<file path="src/hdl/gqg_pkg.sv">
`timescale 1ns / 1ps

package gqg_pkg;

  localparam int GLYPH_ENTRIES = 256;
  localparam int GLYPH_IDX_W   = $clog2(GLYPH_ENTRIES);

  localparam int CODE_W     = 8;
  localparam int POS_W      = 24;
  localparam int TEX_W      = 17;
  localparam int SIZE_W     = 13;
  localparam int CFG_IDX_W  = 3;
  localparam int CFG_DATA_W = 32;

  // texture divider: 16 quotient bits, two per iteration
  localparam int DIV_BITS  = 16;
  localparam int DIV_RADIX = 2;
  localparam int DIV_ITERS = DIV_BITS / DIV_RADIX;
  localparam int DIV_CNT_W = $clog2(DIV_ITERS);

  localparam logic [TEX_W-1:0] TEX_MAX = 17'h10000;

  localparam logic OP_LOAD  = 1'b0;
  localparam logic OP_PLACE = 1'b1;

  localparam logic [1:0] CORNER_BR = 2'd0;
  localparam logic [1:0] CORNER_TR = 2'd1;
  localparam logic [1:0] CORNER_TL = 2'd2;
  localparam logic [1:0] CORNER_BL = 2'd3;

  typedef enum logic [CFG_IDX_W-1:0] {
    CFG_SCALE    = 3'd0,
    CFG_ATLAS_W  = 3'd1,
    CFG_ATLAS_H  = 3'd2,
    CFG_COLOR    = 3'd3,
    CFG_TEX_SLOT = 3'd4
  } cfg_idx_e;

  typedef struct packed {
    logic [7:0]  advance;
    logic [7:0]  yoffset;
    logic [7:0]  xoffset;
    logic [7:0]  height;
    logic [7:0]  width;
    logic [11:0] y;
    logic [11:0] x;
  } glyph_entry_t;

  typedef struct packed {
    logic       load;
    logic       place;
    logic       set_abort;
    logic       lookup;
    logic       div_step;
    logic       sum;
    logic       emit_vertex;
    logic       emit_error;
    logic       pen_adv;
    logic [1:0] corner;
  } ctrl_cmd_t;

  typedef struct packed {
    logic op_place;
    logic aborted_eff;
    logic glyph_hit;
    logic out_free;
  } dp_stat_t;

  localparam logic signed [27:0] POS_MAX = 28'sh07FFFFF;
  localparam logic signed [27:0] POS_MIN = 28'shF800000;

  function automatic logic signed [POS_W-1:0] sat_pos(input logic signed [27:0] v);
    logic signed [POS_W-1:0] r;
    if (v > POS_MAX) begin
      r = 24'sh7FFFFF;
    end else if (v < POS_MIN) begin
      r = 24'sh800000;
    end else begin
      r = v[POS_W-1:0];
    end
    return r;
  endfunction

endpackage

</file>
<file path="src/hdl/gqg_ctrl.sv">
`timescale 1ns / 1ps

module gqg_ctrl import gqg_pkg::*; (
  input  logic      clk_i,
  input  logic      rst_ni,
  input  logic      in_valid_i,
  output logic      in_stall_o,
  input  dp_stat_t  stat_i,
  output ctrl_cmd_t cmd_o
);

  typedef enum logic [4:0] {
    S_IDLE   = 5'b00001,
    S_LOOKUP = 5'b00010,
    S_DIV    = 5'b00100,
    S_EMIT   = 5'b01000,
    S_ERR    = 5'b10000
  } state_e;

  state_e               state_q, state_d;
  logic [DIV_CNT_W-1:0] cnt_q, cnt_d;
  logic [1:0]           corner_q, corner_d;

  always_comb begin
    state_d  = state_q;
    cnt_d    = cnt_q;
    corner_d = corner_q;
    cmd_o    = '0;
    cmd_o.corner = corner_q;
    unique case (state_q)
      S_IDLE: begin
        if (in_valid_i) begin
          if (stat_i.op_place) begin
            cmd_o.place = 1'b1;
            if (!stat_i.aborted_eff) begin
              if (stat_i.glyph_hit) begin
                state_d = S_LOOKUP;
              end else begin
                cmd_o.set_abort = 1'b1;
                state_d         = S_ERR;
              end
            end
          end else begin
            cmd_o.load = 1'b1;
          end
        end
      end
      S_LOOKUP: begin
        cmd_o.lookup = 1'b1;
        cnt_d        = '0;
        state_d      = S_DIV;
      end
      S_DIV: begin
        cmd_o.div_step = 1'b1;
        cmd_o.sum      = 1'b1;
        cnt_d          = cnt_q + 1'b1;
        if (cnt_q == DIV_CNT_W'(DIV_ITERS - 1)) begin
          corner_d = CORNER_BR;
          state_d  = S_EMIT;
        end
      end
      S_EMIT: begin
        if (stat_i.out_free) begin
          cmd_o.emit_vertex = 1'b1;
          corner_d          = corner_q + 1'b1;
          if (corner_q == CORNER_BL) begin
            cmd_o.pen_adv = 1'b1;
            state_d       = S_IDLE;
          end
        end
      end
      S_ERR: begin
        if (stat_i.out_free) begin
          cmd_o.emit_error = 1'b1;
          state_d          = S_IDLE;
        end
      end
      default: begin
        state_d = S_IDLE;
      end
    endcase
  end

  always_ff @(posedge clk_i or negedge rst_ni) begin
    if (!rst_ni) begin
      state_q  <= S_IDLE;
      cnt_q    <= '0;
      corner_q <= CORNER_BR;
    end else begin
      state_q  <= state_d;
      cnt_q    <= cnt_d;
      corner_q <= corner_d;
    end
  end

  assign in_stall_o = (state_q != S_IDLE);

endmodule

</file>
<file path="config.mk">
export PLATFORM = sky130hd
export DESIGN_NAME = gqg_ctrl
export DESIGN_NICKNAME = d
export VERILOG_FILES = /design/src/hdl/gqg_pkg.sv /design/src/hdl/gqg_ctrl.sv
export SDC_FILE = /design/constraint.sdc
export NUM_CORES = 1
export LEC_CHECK = 0
export BUFFER_PORTS_ARGS = -buffer_cell sky130_fd_sc_hd__buf_4
export CAP_MARGIN = 20
export CORE_MARGIN = 1.5
export CORE_UTILIZATION = 50
export CTS_CLUSTER_SIZE = 14
export DETAILED_ROUTE_END_ITERATION = 8
export PLACE_DENSITY = 0.76
export SETUP_SLACK_MARGIN = 0.4
export SLEW_MARGIN = 30
export SYNTH_ARGS = -nofsm -noshare
export SYNTH_HDL_FRONTEND = slang
export SYNTH_SLANG_ARGS = --single-unit
export TNS_END_PERCENT = 30
</file>
<file path="constraint.sdc">
create_clock -name clk_i -period 3.3 [get_ports clk_i]
set_input_delay 0.165 -clock clk_i [delete_from_list [all_inputs] [get_ports clk_i]]
set_output_delay 0.165 -clock clk_i [all_outputs]
set_load 0.005 [all_outputs]
</file>
==> PnR_summary.wiki <==
{| class="wikitable"
! Metric !! Value
|-
| Status || finished, final reports clean
|-
| Effective utilization at floorplan || 55.4%
|-
| Vias in the first global route || 558
|-
| Post-cts sizing count || 0
|-
| Horizontal die dimension || 41.5 um
|-
| Gr ovfl total || 0
|-
| Global routing usage summed across all routing layers || 18.6%
|-
| Area delta synth->final || 20.3%
|-
| Number of H-tree branching levels || 1
|-
| Synth area leaders || sky130_fd_sc_hd__dfrtp_1, sky130_fd_sc_hd__ha_1, sky130_fd_sc_hd__o2bb2ai_1, sky130_fd_sc_hd__buf_6, sky130_fd_sc_hd__dfstp_2
|-
| Sequential cell area || 251 um^2
|-
| Achievable clock frequency || 0.577 GHz
|-
| Clk sinks || 10
|-
| RSZ-0062 raised after global routing || false
|-
| TNS Setup || 0 ns
|-
| Worst-path cell chain || nor2_4 > nand3_4 > nor4_1 > buf_4
|-
| Critical path depth in cells || 4
|-
| Layout net count || 101
|-
| TritonCTS Buffers || 3
|-
| Max-slew headroom at the worst pin || 65.3%
|-
| Part of the cycle the worst path needs || 52.5%
|-
| Data arrival time of the critical path || 1.57 ns
|-
| Destination of the worst register-to-register timing path || state_q[2]$_DFFE_PN0P_
|-
| First-iteration detailed-routing DRC count || 11
|-
| Slowest Stage Delay on Critical Path || 0.57 ns
|-
| Most used flip-flop cell after synthesis || sky130_fd_sc_hd__dfrtp_1
|-
| Classification of the worst-slack hold path || input port to register
|-
| Non-filler cells in the finished layout || 105
|-
| Clock transition at the register clock pins on the worst setup and hold paths after CTS || 0.08 ns
|-
| GR met1 Demand/Resource || 22.4%
|-
| Multi-input gate area || 430 um^2
|-
| Worst Min Path Start || stat_i[2]
|-
| WL final || 1.40 mm
|-
| Count of cell types in the netlist || 37
|-
| Number of buffers added on ports || 18
|-
| Sequential share of the synthesized area || 34.0%
|-
| Share of synthesized registers carrying an async set or reset || 100%
|-
| Slew Viols, Final || 0
|-
| Worst Setup EP || cmd_o[8]
|-
| Clk Tree Root Cell || sky130_fd_sc_hd__clkbuf_4
|-
| Transition at the pin with the smallest max-transition slack || 0.521 ns
|-
| Count of hold buffers inserted by post-cts repair || 1
|-
| Layout filler cell count || 112
|-
| Met3 usage in global routing || 8.70%
|-
| Per-cell routed wire length || 13.3 um
|-
| Leakage power total || 0.000390 uW
|-
| Layout cells sized above 1 || 34.4%
|-
| Global-route wire length before repair || 2.42 mm
|-
| Cell area after technology mapping || 739 um^2
|-
| Number of standard cells after synthesis || 73
|-
| Launching element of the worst setup path || state_q[2]$_DFFE_PN0P_
|-
| Depth of the worst register-to-register path || 4
|-
| Post-synthesis sequential element count || 10
|-
| TritonCTS clock tree || built
|-
| Busiest grt layer || met2
|-
| Power per standard cell area || 528 nW/um^2
|-
| Net count after synthesis || 83
|-
| Buffer and inverter count on the worst path || 1
|-
| Placement row count || 13
|-
| Internal reg-to-reg setup slack || 1.93 ns
|-
| Final hold violation count || 0
|-
| Cell with the largest stage delay on the worst path || sky130_fd_sc_hd__dfrtp_1
|-
| Yosys Warn Count || 0
|-
| Kind of end point of the critical path || primary output
|-
| Floorplan core area || 1330 um^2
|-
| Die Footprint || 1720 um^2
|-
| Max capacitance violation total || 0
|-
| Number of enable flip-flop cells after synthesis || 0
|-
| Max Fanout on Critical Path || 15
|-
| Number of antenna repair diodes || 0
|-
| Drc violations || 0
|-
| Most common library cells after synthesis || sky130_fd_sc_hd__dfrtp_1, sky130_fd_sc_hd__nand2_1, sky130_fd_sc_hd__nor2_1, sky130_fd_sc_hd__o2bb2ai_1
|-
| Peak supply drop || 497 uV
|-
| Post-Place Cells || 100
|-
| Kind of critical path || register to primary output
|-
| Setup Fix Bufs, Post-CTS || 0
|-
| Dominant cell type by area after synthesis || sky130_fd_sc_hd__dfrtp_1
|-
| Vias || 591
|-
| Weighted congestion reported at the end of routability-driven placement || 0.787
|-
| Worst r2r src || cnt_q[0]$_DFFE_PN0P_
|-
| Required time worst endpoint || 3.13 ns
|-
| # setup viols final || 0
|-
| Post-detailed-route via-to-cell ratio || 5.63
|-
| Die Height || 41.5 um
|-
| Hold WS || 0.0743 ns
|-
| Initial antenna violation count || 0
|-
| Family with the most delay on the worst path || simple AND/OR/NAND/NOR gates
|-
| Average cell area after synthesis || 10.1 um^2
|-
| ANT nets after route || 0
|-
| Clock Path Buffers || 2
|-
| Setup crit start kind || register
|-
| Maximum number of pins on one net before global-route repair || 16
|-
| Post-DP HPWL || 1.04 mm
|-
| Count leader, synth || sky130_fd_sc_hd__dfrtp_1
|-
| Number of top-level pins || 19
|-
| Final critical-path required period || 1.73 ns
|-
| Worst skew pair latency || 0.27 ns
|-
| Drt pass-1 iters || 3
|-
| Area fraction of the dominant cell type after synthesis || 30.5%
|-
| Worst Clk Skew || 0.00876 ns
|-
| Global-route track usage on met2 || 29.4%
|}
==> worst min path at each step <==
stage,endpoint,slack [ns],depth (start not counted)
finish,state_q[1]$_DFFE_PN0P_,0.07,2
CTS,state_q[1]$_DFFE_PN0P_,0.07,2
floorplan,cnt_q[0]$_DFFE_PN0P_,-0.13,0
detailed placement,state_q[2]$_DFFE_PN0P_,0.005,1
global route,state_q[1]$_DFFE_PN0P_,0.05,2
global placement,state_q[2]$_DFFE_PN0P_,0.0007,1
==> per-layer routing <==
metal  wire, um  vias up
met1        643      272
met4         12        0
met3         70        2
li1           -      302
met2        673       15
met5          0        -
==> cells in the final DEF (no fill, tap or decap), types with 2 or more instances in the layout <==
| master | Yosys | final |
|---|---|---|
| sky130_fd_sc_hd__and3_1 | 2 | 2 |
| sky130_fd_sc_hd__o2bb2ai_1 | 4 | 4 |
| sky130_fd_sc_hd__buf_4 | 1 | 18 |
| sky130_fd_sc_hd__o22ai_1 | 2 | 2 |
| sky130_fd_sc_hd__o211ai_1 | 2 | 2 |
| sky130_fd_sc_hd__nor4_1 | 3 | 3 |
| sky130_fd_sc_hd__inv_1 | 2 | 2 |
| sky130_fd_sc_hd__nor2b_1 | 2 | 2 |
| sky130_fd_sc_hd__dfrtp_1 | 9 | 9 |
| sky130_fd_sc_hd__nor3_2 | 2 | 2 |
| sky130_fd_sc_hd__nand2b_1 | 3 | 3 |
| sky130_fd_sc_hd__clkbuf_4 | 0 | 3 |
| sky130_fd_sc_hd__mux2i_1 | 2 | 2 |
| sky130_fd_sc_hd__nand2_1 | 5 | 5 |
| sky130_fd_sc_hd__a31oi_1 | 2 | 2 |
| sky130_fd_sc_hd__nor2_4 | 2 | 2 |
| sky130_fd_sc_hd__nor3b_1 | 2 | 2 |
| sky130_fd_sc_hd__ha_1 | 3 | 3 |
| sky130_fd_sc_hd__nor2_1 | 4 | 4 |
==> power breakdown <==
| part | switching [uW] | leakage (uW) | total, uW | internal, uW |
|---|---|---|---|---|
| registers | 39.1 | 0.000112 | 186 | 147 |
| clock network | 46.6 | 0.0000210 | 114 | 67.1 |
| logic | 80.8 | 0.000256 | 170 | 89.2 |
| total | 166 | 0.000390 | 469 | 303 |
==> registers in the layout, summed over array words and instances (netlist names) <==
name / count
cnt_q: 3
corner_q: 2
state_q: 5
==> stage by stage <==
step                power, uW  setup WS (ns)  util (%)  area, um^2
floorplan                 306           2.00         -         739
global placement          354           1.88      63.2         843
detailed placement        358           1.86      63.2         843
CTS                       477           1.55      66.7         890
global route              512           1.41      66.7         890
finish                    469           1.57      66.7         890
==> worst reg2reg max path, stage by stage (launching register included) <==
cell	delay, ns
sky130_fd_sc_hd__dfrtp_1	0.41
sky130_fd_sc_hd__ha_1	0.21
sky130_fd_sc_hd__ha_1	0.19
sky130_fd_sc_hd__or3b_1	0.34
sky130_fd_sc_hd__a21boi_1	0.14
==> cell type report <==
type | instances | area share (%)
inverters | 2 | 0.844
well taps | 15 | 2.11
clock buffers | 4 | 4.08
flip-flops and latches | 10 | 28.3
multi-input cells | 55 | 48.4
repair buffers | 19 | 16.3
==> kinds of logic (layout without fill, tap and decap cells) <==
| logic type | count (synthesis) | after routing | synth area share [%] |
|---|---|---|---|
| flip-flops | 10 | 10 | 34.0 |
| AND/OR/NAND/NOR | 33 | 33 | 32.1 |
| adder cells (fa/ha/maj) | 3 | 3 | 5.08 |
| buffers and inverters | 8 | 25 | 7.78 |
| multiplexers | 2 | 2 | 2.71 |
| XOR/XNOR | 2 | 2 | 2.37 |
| AO/OA/AOI/OAI | 15 | 15 | 15.9 |
Note: power is estimated with default switching activity, not from simulation.
